==> src/hw/rtl/rvid_pkg.sv <==
// Shared types and constants for the RV64IM instruction decoder.
// Stands alone; every other file in hw/rtl imports it.
package rvid_pkg;

  localparam int InsnW    = 32;
  localparam int KindW    = 7;
  localparam int FmtW     = 3;
  localparam int RegW     = 5;
  localparam int ImmW     = 32;
  localparam int CfgIdxW  = 8;
  localparam int CfgDataW = 32;

  // Major opcodes, bits 6:0
  localparam logic [6:0] OpcLoad   = 7'b0000011;
  localparam logic [6:0] OpcMiscMem = 7'b0001111;
  localparam logic [6:0] OpcOpImm  = 7'b0010011;
  localparam logic [6:0] OpcAuipc  = 7'b0010111;
  localparam logic [6:0] OpcOpImm32 = 7'b0011011;
  localparam logic [6:0] OpcStore  = 7'b0100011;
  localparam logic [6:0] OpcOp     = 7'b0110011;
  localparam logic [6:0] OpcLui    = 7'b0110111;
  localparam logic [6:0] OpcOp32   = 7'b0111011;
  localparam logic [6:0] OpcBranch = 7'b1100011;
  localparam logic [6:0] OpcJalr   = 7'b1100111;
  localparam logic [6:0] OpcJal    = 7'b1101111;
  localparam logic [6:0] OpcSystem = 7'b1110011;

  localparam logic [6:0] Funct7Zero = 7'b0000000;
  localparam logic [6:0] Funct7Alt  = 7'b0100000;
  localparam logic [6:0] Funct7Mul  = 7'b0000001;
  localparam logic [5:0] Funct6Zero = 6'b000000;
  localparam logic [5:0] Funct6Sra  = 6'b010000;
  localparam logic [6:0] SysEcall   = 7'd0;
  localparam logic [6:0] SysEbreak  = 7'd1;

  // Configuration register indexes
  localparam logic [CfgIdxW-1:0] CfgXlen64 = CfgIdxW'(0);
  localparam logic [CfgIdxW-1:0] CfgMulDiv = CfgIdxW'(1);

  typedef enum logic [KindW-1:0] {
    K_ILL, K_ADD, K_SUB, K_SLL, K_SLT, K_SLTU, K_XOR, K_SRL, K_SRA, K_OR, K_AND,
    K_JALR, K_LB, K_LH, K_LW, K_LBU, K_LHU, K_ADDI, K_SLTI, K_SLTIU, K_XORI,
    K_ORI, K_ANDI, K_SLLI, K_SRLI, K_SRAI, K_FENCE, K_ECALL, K_EBREAK,
    K_SB, K_SH, K_SW, K_BEQ, K_BNE, K_BLT, K_BGE, K_BLTU, K_BGEU,
    K_LUI, K_AUIPC, K_JAL, K_ADDW, K_SUBW, K_SLLW, K_SRLW, K_SRAW,
    K_LWU, K_LD, K_ADDIW, K_SLLIW, K_SRLIW, K_SRAIW, K_SD,
    K_MUL, K_MULH, K_MULHSU, K_MULHU, K_DIV, K_DIVU, K_REM, K_REMU,
    K_MULW, K_DIVW, K_DIVUW, K_REMW, K_REMUW
  } kind_t;

  typedef enum logic [FmtW-1:0] {
    F_NONE, F_R, F_I, F_S, F_B, F_U, F_J
  } fmt_t;

  typedef struct packed {
    logic xlen64;
    logic mul_div;
  } rvid_mode_t;

  typedef struct packed {
    kind_t                   kind;
    fmt_t                    fmt;
    logic [RegW-1:0]         rd;
    logic [RegW-1:0]         rs1;
    logic [RegW-1:0]         rs2;
    logic signed [ImmW-1:0]  imm;
  } rvid_result_t;

endpackage

==> src/hw/rtl/rvid_cfg_regs.sv <==
// Mode register file for the decoder: xlen and M-extension enables.
// Depends on rvid_pkg.
module rvid_cfg_regs
  import rvid_pkg::*;
(
  input  logic                clk,
  input  logic                rst_n,
  input  logic                cfg_valid,
  output logic                cfg_ready,
  input  logic [CfgIdxW-1:0]  cfg_index,
  input  logic [CfgDataW-1:0] cfg_data,
  output rvid_mode_t          mode
);

  rvid_mode_t mode_r, mode_nxt;

  assign cfg_ready = 1'b1;

  always_comb begin
    mode_nxt = mode_r;
    if (cfg_valid) begin
      // only bit 0 counts; unknown indexes drop silently
      if (cfg_index == CfgXlen64) begin
        mode_nxt.xlen64 = cfg_data[0];
      end else if (cfg_index == CfgMulDiv) begin
        mode_nxt.mul_div = cfg_data[0];
      end
    end
  end

  always_ff @(posedge clk) begin
    if (!rst_n) begin
      mode_r <= '{xlen64: 1'b1, mul_div: 1'b1};
    end else begin
      mode_r <= mode_nxt;
    end
  end

  assign mode = mode_r;

endmodule

==> src/hw/rtl/rvid_decode.sv <==
// Combinational decode of one instruction word into kind, format, registers
// and immediate. Depends on rvid_pkg.
module rvid_decode
  import rvid_pkg::*;
(
  input  logic [InsnW-1:0] insn,
  input  rvid_mode_t       mode,
  output rvid_result_t     res
);

  logic [6:0] opc;
  logic [2:0] f3;
  logic [6:0] f7;
  logic [5:0] f6;
  kind_t      kind;
  fmt_t       fmt;
  logic       is_shamt;
  logic [ImmW-1:0] shamt;
  logic [ImmW-1:0] imm_i, imm_s, imm_b, imm_u, imm_j;

  assign opc = insn[6:0];
  assign f3  = insn[14:12];
  assign f7  = insn[31:25];
  assign f6  = insn[31:26];

  assign imm_i = {{20{insn[31]}}, insn[31:20]};
  assign imm_s = {{20{insn[31]}}, insn[31:25], insn[11:7]};
  assign imm_b = {{19{insn[31]}}, insn[31], insn[7], insn[30:25], insn[11:8], 1'b0};
  assign imm_u = {insn[31:12], 12'b0};
  assign imm_j = {{11{insn[31]}}, insn[31], insn[19:12], insn[20], insn[30:21], 1'b0};

  always_comb begin
    kind     = K_ILL;
    fmt      = F_NONE;
    is_shamt = 1'b0;
    shamt    = {27'b0, insn[24:20]};
    unique case (opc)
      OpcOp: begin
        fmt = F_R;
        if (f7 == Funct7Zero) begin
          unique case (f3)
            3'd0: kind = K_ADD;
            3'd1: kind = K_SLL;
            3'd2: kind = K_SLT;
            3'd3: kind = K_SLTU;
            3'd4: kind = K_XOR;
            3'd5: kind = K_SRL;
            3'd6: kind = K_OR;
            default: kind = K_AND;
          endcase
        end else if (f7 == Funct7Alt) begin
          kind = (f3 == 3'd0) ? K_SUB : (f3 == 3'd5) ? K_SRA : K_ILL;
        end else if (f7 == Funct7Mul && mode.mul_div) begin
          kind = kind_t'(KindW'(K_MUL) + KindW'(f3));
        end
      end
      OpcOp32: begin
        fmt = F_R;
        if (mode.xlen64) begin
          if (f7 == Funct7Zero) begin
            kind = (f3 == 3'd0) ? K_ADDW : (f3 == 3'd1) ? K_SLLW :
                   (f3 == 3'd5) ? K_SRLW : K_ILL;
          end else if (f7 == Funct7Alt) begin
            kind = (f3 == 3'd0) ? K_SUBW : (f3 == 3'd5) ? K_SRAW : K_ILL;
          end else if (f7 == Funct7Mul && mode.mul_div) begin
            unique case (f3)
              3'd0: kind = K_MULW;
              3'd4: kind = K_DIVW;
              3'd5: kind = K_DIVUW;
              3'd6: kind = K_REMW;
              3'd7: kind = K_REMUW;
              default: kind = K_ILL;
            endcase
          end
        end
      end
      OpcJalr: begin
        fmt  = F_I;
        kind = K_JALR;
      end
      OpcLoad: begin
        fmt = F_I;
        unique case (f3)
          3'd0: kind = K_LB;
          3'd1: kind = K_LH;
          3'd2: kind = K_LW;
          3'd3: kind = mode.xlen64 ? K_LD : K_ILL;
          3'd4: kind = K_LBU;
          3'd5: kind = K_LHU;
          3'd6: kind = mode.xlen64 ? K_LWU : K_ILL;
          default: kind = K_ILL;
        endcase
      end
      OpcOpImm: begin
        fmt = F_I;
        if (mode.xlen64) begin
          shamt = {26'b0, insn[25:20]};
        end
        unique case (f3)
          3'd0: kind = K_ADDI;
          3'd1: begin
            kind     = K_SLLI;
            is_shamt = 1'b1;
          end
          3'd2: kind = K_SLTI;
          3'd3: kind = K_SLTIU;
          3'd4: kind = K_XORI;
          3'd5: begin
            is_shamt = 1'b1;
            if (mode.xlen64) begin
              kind = (f6 == Funct6Zero) ? K_SRLI : (f6 == Funct6Sra) ? K_SRAI : K_ILL;
            end else begin
              kind = (f7 == Funct7Zero) ? K_SRLI : K_SRAI;
            end
          end
          3'd6: kind = K_ORI;
          default: kind = K_ANDI;
        endcase
      end
      OpcMiscMem: begin
        fmt  = F_I;
        kind = K_FENCE;
      end
      OpcSystem: begin
        fmt  = F_I;
        kind = (insn[26:20] == SysEcall) ? K_ECALL :
               (insn[26:20] == SysEbreak) ? K_EBREAK : K_ILL;
      end
      OpcOpImm32: begin
        fmt = F_I;
        if (mode.xlen64) begin
          unique case (f3)
            3'd0: kind = K_ADDIW;
            3'd1: begin
              kind     = K_SLLIW;
              is_shamt = 1'b1;
            end
            3'd5: begin
              kind     = (f7 == Funct7Zero) ? K_SRLIW : (f7 == Funct7Alt) ? K_SRAIW : K_ILL;
              is_shamt = 1'b1;
            end
            default: kind = K_ILL;
          endcase
        end
      end
      OpcStore: begin
        fmt = F_S;
        unique case (f3)
          3'd0: kind = K_SB;
          3'd1: kind = K_SH;
          3'd2: kind = K_SW;
          3'd3: kind = mode.xlen64 ? K_SD : K_ILL;
          default: kind = K_ILL;
        endcase
      end
      OpcBranch: begin
        fmt = F_B;
        unique case (f3)
          3'd0: kind = K_BEQ;
          3'd1: kind = K_BNE;
          3'd4: kind = K_BLT;
          3'd5: kind = K_BGE;
          3'd6: kind = K_BLTU;
          3'd7: kind = K_BGEU;
          default: kind = K_ILL;
        endcase
      end
      OpcLui: begin
        fmt  = F_U;
        kind = K_LUI;
      end
      OpcAuipc: begin
        fmt  = F_U;
        kind = K_AUIPC;
      end
      OpcJal: begin
        fmt  = F_J;
        kind = K_JAL;
      end
      default: begin
        kind = K_ILL;
      end
    endcase
  end

  // Pick the fields the format carries; illegal words come out all zero.
  always_comb begin
    res      = '0;
    res.kind = kind;
    if (kind != K_ILL) begin
      res.fmt = fmt;
      unique case (fmt)
        F_R: begin
          res.rd  = insn[11:7];
          res.rs1 = insn[19:15];
          res.rs2 = insn[24:20];
        end
        F_I: begin
          res.rd  = insn[11:7];
          res.rs1 = insn[19:15];
          res.imm = is_shamt ? shamt : imm_i;
        end
        F_S: begin
          res.rs1 = insn[19:15];
          res.rs2 = insn[24:20];
          res.imm = imm_s;
        end
        F_B: begin
          res.rs1 = insn[19:15];
          res.rs2 = insn[24:20];
          res.imm = imm_b;
        end
        F_U: begin
          res.rd  = insn[11:7];
          res.imm = imm_u;
        end
        F_J: begin
          res.rd  = insn[11:7];
          res.imm = imm_j;
        end
        default: begin
          res.fmt = F_NONE;
        end
      endcase
    end
  end

endmodule

==> src/hw/rtl/riscv_instruction_decoder.sv <==
// RV64IM instruction decoder top level: input register, decode, result register.
// Depends on rvid_pkg, rvid_cfg_regs and rvid_decode.
//
// Usage: one request (a 32-bit instruction word) in, one result out, at a
// sustained rate of one request per cycle while out_ready stays high. A
// request is captured in the input register, decoded by a single shallow
// combinational pass (opcode/funct compare plus immediate selection), and the
// result is held in the output register until the consumer takes it. out_valid
// rises when the decoded request is loaded into the result register, which
// can wait while a held result is not taken. The two registers act as a
// two-entry pipeline, so a new request is taken while a finished result waits.
// The result register's occupancy sets the rate: when out_ready stays low the
// pipe fills and in_ready drops after two requests. Mode registers
// (xlen_sixty_four at index 0, mul_div_enable at index 1, both reset to 1)
// are written through the cfg_ channel, which is always ready; only bit 0 of
// cfg_data counts and other indexes are ignored. Change modes only while the
// block is empty. Illegal or disabled encodings return kind 0 with all other
// fields zero.
module riscv_instruction_decoder
  import rvid_pkg::*;
(
  input  logic                clk,
  input  logic                rst_n,
  // request channel
  input  logic                in_valid,
  output logic                in_ready,
  input  logic [InsnW-1:0]    in_insn_word,
  // result channel
  output logic                out_valid,
  input  logic                out_ready,
  output logic [KindW-1:0]    out_kind,
  output logic [FmtW-1:0]     out_format_class,
  output logic [RegW-1:0]     out_dest_reg,
  output logic [RegW-1:0]     out_src_reg_one,
  output logic [RegW-1:0]     out_src_reg_two,
  output logic signed [ImmW-1:0] out_immediate,
  // configuration channel
  input  logic                cfg_valid,
  output logic                cfg_ready,
  input  logic [CfgIdxW-1:0]  cfg_index,
  input  logic [CfgDataW-1:0] cfg_data
);

  rvid_mode_t   mode;
  rvid_result_t dec_res;

  logic             s1_valid_r, s1_valid_nxt;
  logic [InsnW-1:0] s1_insn_r;
  logic             s2_valid_r, s2_valid_nxt;
  rvid_result_t     s2_res_r;
  logic             s2_load;
  logic             in_fire;

  rvid_cfg_regs u_cfg (
    .clk       (clk),
    .rst_n     (rst_n),
    .cfg_valid (cfg_valid),
    .cfg_ready (cfg_ready),
    .cfg_index (cfg_index),
    .cfg_data  (cfg_data),
    .mode      (mode)
  );

  rvid_decode u_dec (
    .insn (s1_insn_r),
    .mode (mode),
    .res  (dec_res)
  );

  // Result register frees up when empty or when its request is taken this cycle.
  assign s2_load  = s1_valid_r && (!s2_valid_r || out_ready);
  // Input register takes a new request when empty or when it advances.
  assign in_ready = !s1_valid_r || s2_load;
  assign in_fire  = in_valid && in_ready;

  always_comb begin
    s1_valid_nxt = s1_valid_r;
    if (in_fire) begin
      s1_valid_nxt = 1'b1;
    end else if (s2_load) begin
      s1_valid_nxt = 1'b0;
    end

    s2_valid_nxt = s2_valid_r;
    if (s2_load) begin
      s2_valid_nxt = 1'b1;
    end else if (out_ready) begin
      s2_valid_nxt = 1'b0;
    end
  end

  always_ff @(posedge clk) begin
    if (!rst_n) begin
      s1_valid_r <= 1'b0;
      s2_valid_r <= 1'b0;
    end else begin
      s1_valid_r <= s1_valid_nxt;
      s2_valid_r <= s2_valid_nxt;
    end
  end

  // Payload registers: capture on advance, hold otherwise.
  always_ff @(posedge clk) begin
    if (in_fire) begin
      s1_insn_r <= in_insn_word;
    end
    if (s2_load) begin
      s2_res_r <= dec_res;
    end
  end

  assign out_valid        = s2_valid_r;
  assign out_kind         = s2_res_r.kind;
  assign out_format_class = s2_res_r.fmt;
  assign out_dest_reg     = s2_res_r.rd;
  assign out_src_reg_one  = s2_res_r.rs1;
  assign out_src_reg_two  = s2_res_r.rs2;
  assign out_immediate    = s2_res_r.imm;

endmodule
==> config.mk <==
export PLATFORM = sky130hd
export DESIGN_NAME = riscv_instruction_decoder
export DESIGN_NICKNAME = d
export VERILOG_FILES = /design/src/hw/rtl/rvid_pkg.sv /design/src/hw/rtl/rvid_cfg_regs.sv /design/src/hw/rtl/rvid_decode.sv /design/src/hw/rtl/riscv_instruction_decoder.sv
export SDC_FILE = /design/constraint.sdc
export NUM_CORES = 1
export LEC_CHECK = 0
export BUFFER_PORTS_ARGS = -buffer_cell sky130_fd_sc_hd__buf_2
export CORE_ASPECT_RATIO = 0.5
export CORE_MARGIN = 3
export CORE_UTILIZATION = 45
export DETAILED_ROUTE_END_ITERATION = 10
export HOLD_SLACK_MARGIN = 0.12
export PLACE_DENSITY = 0.78
export RECOVER_POWER = 25
export SKIP_LAST_GASP = 1
export SYNTH_ARGS = -nofsm -noshare
export SYNTH_HDL_FRONTEND = slang
export SYNTH_SLANG_ARGS = --single-unit
==> constraint.sdc <==
create_clock -name clk -period 4.9 [get_ports clk]
set_input_delay 0.98 -clock clk [delete_from_list [all_inputs] [get_ports clk]]
set_output_delay 0.98 -clock clk [all_outputs]
set_load 0.01 [all_outputs]
==> impl_table.tex <==
\begin{tabular}{lr}
\hline
Metric & Value \\
\hline
\multicolumn{2}{l}{\textbf{Synthesis}} \\
Post-synth net total & 517 \\
Synth Area per Inst & 10.9 um2 \\
Prevailing post-synth register cell & edfxtp\_1 \\
Synth cell types & 66 \\
Number of instances in the synthesized netlist & 434 \\
Async set-or-reset flop fraction in the synthesized netlist & 0\% \\
Post-synth EDFFs & 89 \\
Post-synthesis instance area & 4730 um2 \\
Yosys Warn Count & 0 \\
Flip-flop and latch count after synthesis & 93 \\
Share of the yosys chip area belonging to registers & 58.2\% \\
\multicolumn{2}{l}{\textbf{GRT}} \\
GRT overflow & 0 \\
All-layer global routing usage & 20.9\% \\
First-pass GRT wire length & 19100 um \\
Maximum number of pins on one net before global-route repair & 50 \\
Initial antenna violation count & 0 \\
Via count of the first global-routing pass & 3564 \\
\multicolumn{2}{l}{\textbf{STA}} \\
Setup clock skew after layout & 0.00699 ns \\
Sum Neg Setup Slack & 0 ns \\
Transition time at the pin with the least slew margin & 1.51 ns \\
Final Hold Fails & 0 \\
Setup violators final & 0 \\
Minimum clock period after layout & 4.01 ns \\
Worst slew margin relative to its limit & -0.799\% \\
Final Max Tran Viols & 18 \\
Max Fclk & 249 MHz \\
Unrepaired setup endpoints after global routing & false \\
Crit share post-route & 81.8\% \\
\multicolumn{2}{l}{\textbf{Outcome}} \\
Run status & finished with violations \\
Violated checks & max-capacitance violations, max-slew violations \\
\multicolumn{2}{l}{\textbf{Die}} \\
Initial cell density of the core & 48.2\% \\
Die outline area & 11900 um2 \\
Core footprint & 9820 um2 \\
Number of rows created at floorplan & 25 \\
Die boundary width & 151 um \\
I/O pins & 137 \\
Vertical die dimension & 78.5 um \\
\multicolumn{2}{l}{\textbf{Clock tree}} \\
Clock root buffer & clkbuf\_16 \\
TritonCTS clock tree & yes \\
Maximum buffer depth of the clock tree & 2 \\
Clock buffer count from CTS & 9 \\
Postcts setup bufs & 0 \\
Clock-pin slew of the registers on the worst-case setup and hold paths & 0.07 ns \\
Number of buffers added to fix hold violations after cts & 0 \\
Sinks on the clock net & 93 \\
Depth of the CTS H-tree & 3 \\
PostCTS Resize Cnt & 0 \\
Clock latency of the later-clocked register in the worst-skew pair & 0.35 ns \\
\multicolumn{2}{l}{\textbf{Worst setup path}} \\
Capturing element type of the critical path & flop \\
CP Data Arrival Time & 4.07 ns \\
Data required time at the worst endpoint & 4.96 ns \\
Category of the critical setup timing path & flop to flop \\
Largest fanout of any net on the critical path & 49 \\
Category of the worst setup path launch point & flop \\
\multicolumn{2}{l}{\textbf{Finish}} \\
Final net count & 608 \\
Area growth from synthesis to layout & 18.8\% \\
Ratio of cells with drive above 1 in the final layout & 24.0\% \\
Utilization after layout & 57.2\% \\
Area of all placed cells without fillers & 5620 um2 \\
Diodes inserted & 0 \\
\multicolumn{2}{l}{\textbf{Place}} \\
I/O Buffers & 104 \\
Gpl congestion & 0.962 \\
Detailed placer's ending HPWL & 8660 um \\
Placed cell area & 5320 um2 \\
\multicolumn{2}{l}{\textbf{Power and ir drop}} \\
Static Leakage & 0.00197 uW \\
Largest voltage drop on the vdd net & 0.189 mV \\
Areal power density over the cells & 331 nW/um2 \\
\multicolumn{2}{l}{\textbf{Drt}} \\
Total detailed-routing wirelength & 12300 um \\
Mean number of vias per cell & 5.85 \\
Vias after detailed routing & 3889 \\
Antenna Nets Post-Route & 0 \\
Number of iterations in the first detailed-routing pass & 5 \\
Count of routing violations after the opening detailed-route iteration & 446 \\
Residual DRC count & 0 \\
Routed wirelength normalized by instance count & 18.5 um \\
\multicolumn{2}{l}{\textbf{Worst hold path}} \\
Hold Path Class & flop to flop \\
\multicolumn{2}{l}{\textbf{Job}} \\
Max capacitance violation total & 1 \\
\hline
\end{tabular}
## synth_stat cells, types with 5 or more instances
master	count	area, um2
nand2_1	52	195
clkbuf_1	14	52.6
nand3_1	8	40.0
inv_1	14	52.6
edfxtp_1	89	2670
nand4_1	6	37.5
nor2_1	43	161
nor3_1	10	50.1
nor3b_1	11	82.6
a22oi_1	6	45.0
buf_2	10	50.1
nor4_1	7	43.8
o21ai_0	15	75.1
a21oi_1	36	180
or3_1	7	43.8
a211oi_1	7	52.6
a31oi_1	5	31.3
ha_1	6	75.1
nand2b_1	6	37.5
## power by group
group | switching (uW) | internal, uW | total (uW)
registers | 33.8 | 915 | 948
clock network | 325 | 409 | 734
logic | 115 | 63.6 | 178
total | 473 | 1390 | 1860
## metal layers
layer	global-route usage [%]	up-vias	share of wire (%)
li1	-	1820	-
met1	30.3	1837	44
met2	31.2	214	45
met3	5.36	18	10
met4	5.70	0	1.3
met5	0	-	0
## logic make-up after synthesis
group	Yosys count	synth area share (%)
adders and majority gates	6	1.59
AOI/OAI and AO/OA	106	15.1
and+or+nand+nor	184	20.7
buffers and inverters	42	3.99
other	1	0.0792
xor gates and xnor gates	1	0.185
DFF	93	58.2
muxes	1	0.212
## cell usage in the layout (no fill, tap or decap), types with 7 or more instances in the layout
master	count
a211oi_1	7
nand2_1	52
edfxtp_1	89
nor2_1	43
o21ai_0	15
clkbuf_1	8
or3_1	7
clkbuf_16	9
nor4_1	7
nand3_1	8
nor3_1	10
nor3b_1	11
inv_1	14
buf_2	96
a21oi_1	36
## cell type report
class                      instances  area (um2)
tap                              135         169
inverter                          14        52.6
clock buffer                       9         225
multi-input combinational        299        1790
sequential                        93        2750
fill                             856        4200
clock inverter                     7        92.6
timing repair buffer             108         541
## worst paths after layout
| path | endpoint | start | slack (ns) | cells past startpoint |
|---|---|---|---|---|
| worst max-delay path | out_dest_reg[0] | s1_insn_r[12] | 0.89 | 10 |
| worst min-delay path | out_valid | s1_valid_r | 0.52 | 1 |
| worst max register to register | out_dest_reg[0] | s1_insn_r[12] | 0.89 | 10 |
| worst min register to register | out_valid | s1_valid_r | 0.52 | 1 |
## stage by stage
step                total power, uW  hold WS (ns)  setup WS, ns  std cells
finish                         1860         0.522         0.890        665
global route                   1930         0.557         0.668        665
CTS                            1870         0.540          1.04        665
detailed placement             1140         0.513          1.06        649
global placement               1140         0.504          1.15        649
floorplan                      1070         0.477         0.823        434
## worst max-delay path, cell delays in order (launching register included)
cell and delay, ns:
edfxtp_1 0.53, inv_1 0.12, ha_1 0.43, nand2b_1 0.30
a21oi_1 0.10, o311ai_0 0.68, nand4_1 0.21, or4_1 0.61
nor4_4 0.15, buf_4 0.46, nor3b_1 0.13
Power figures use the tool's default switching activity.
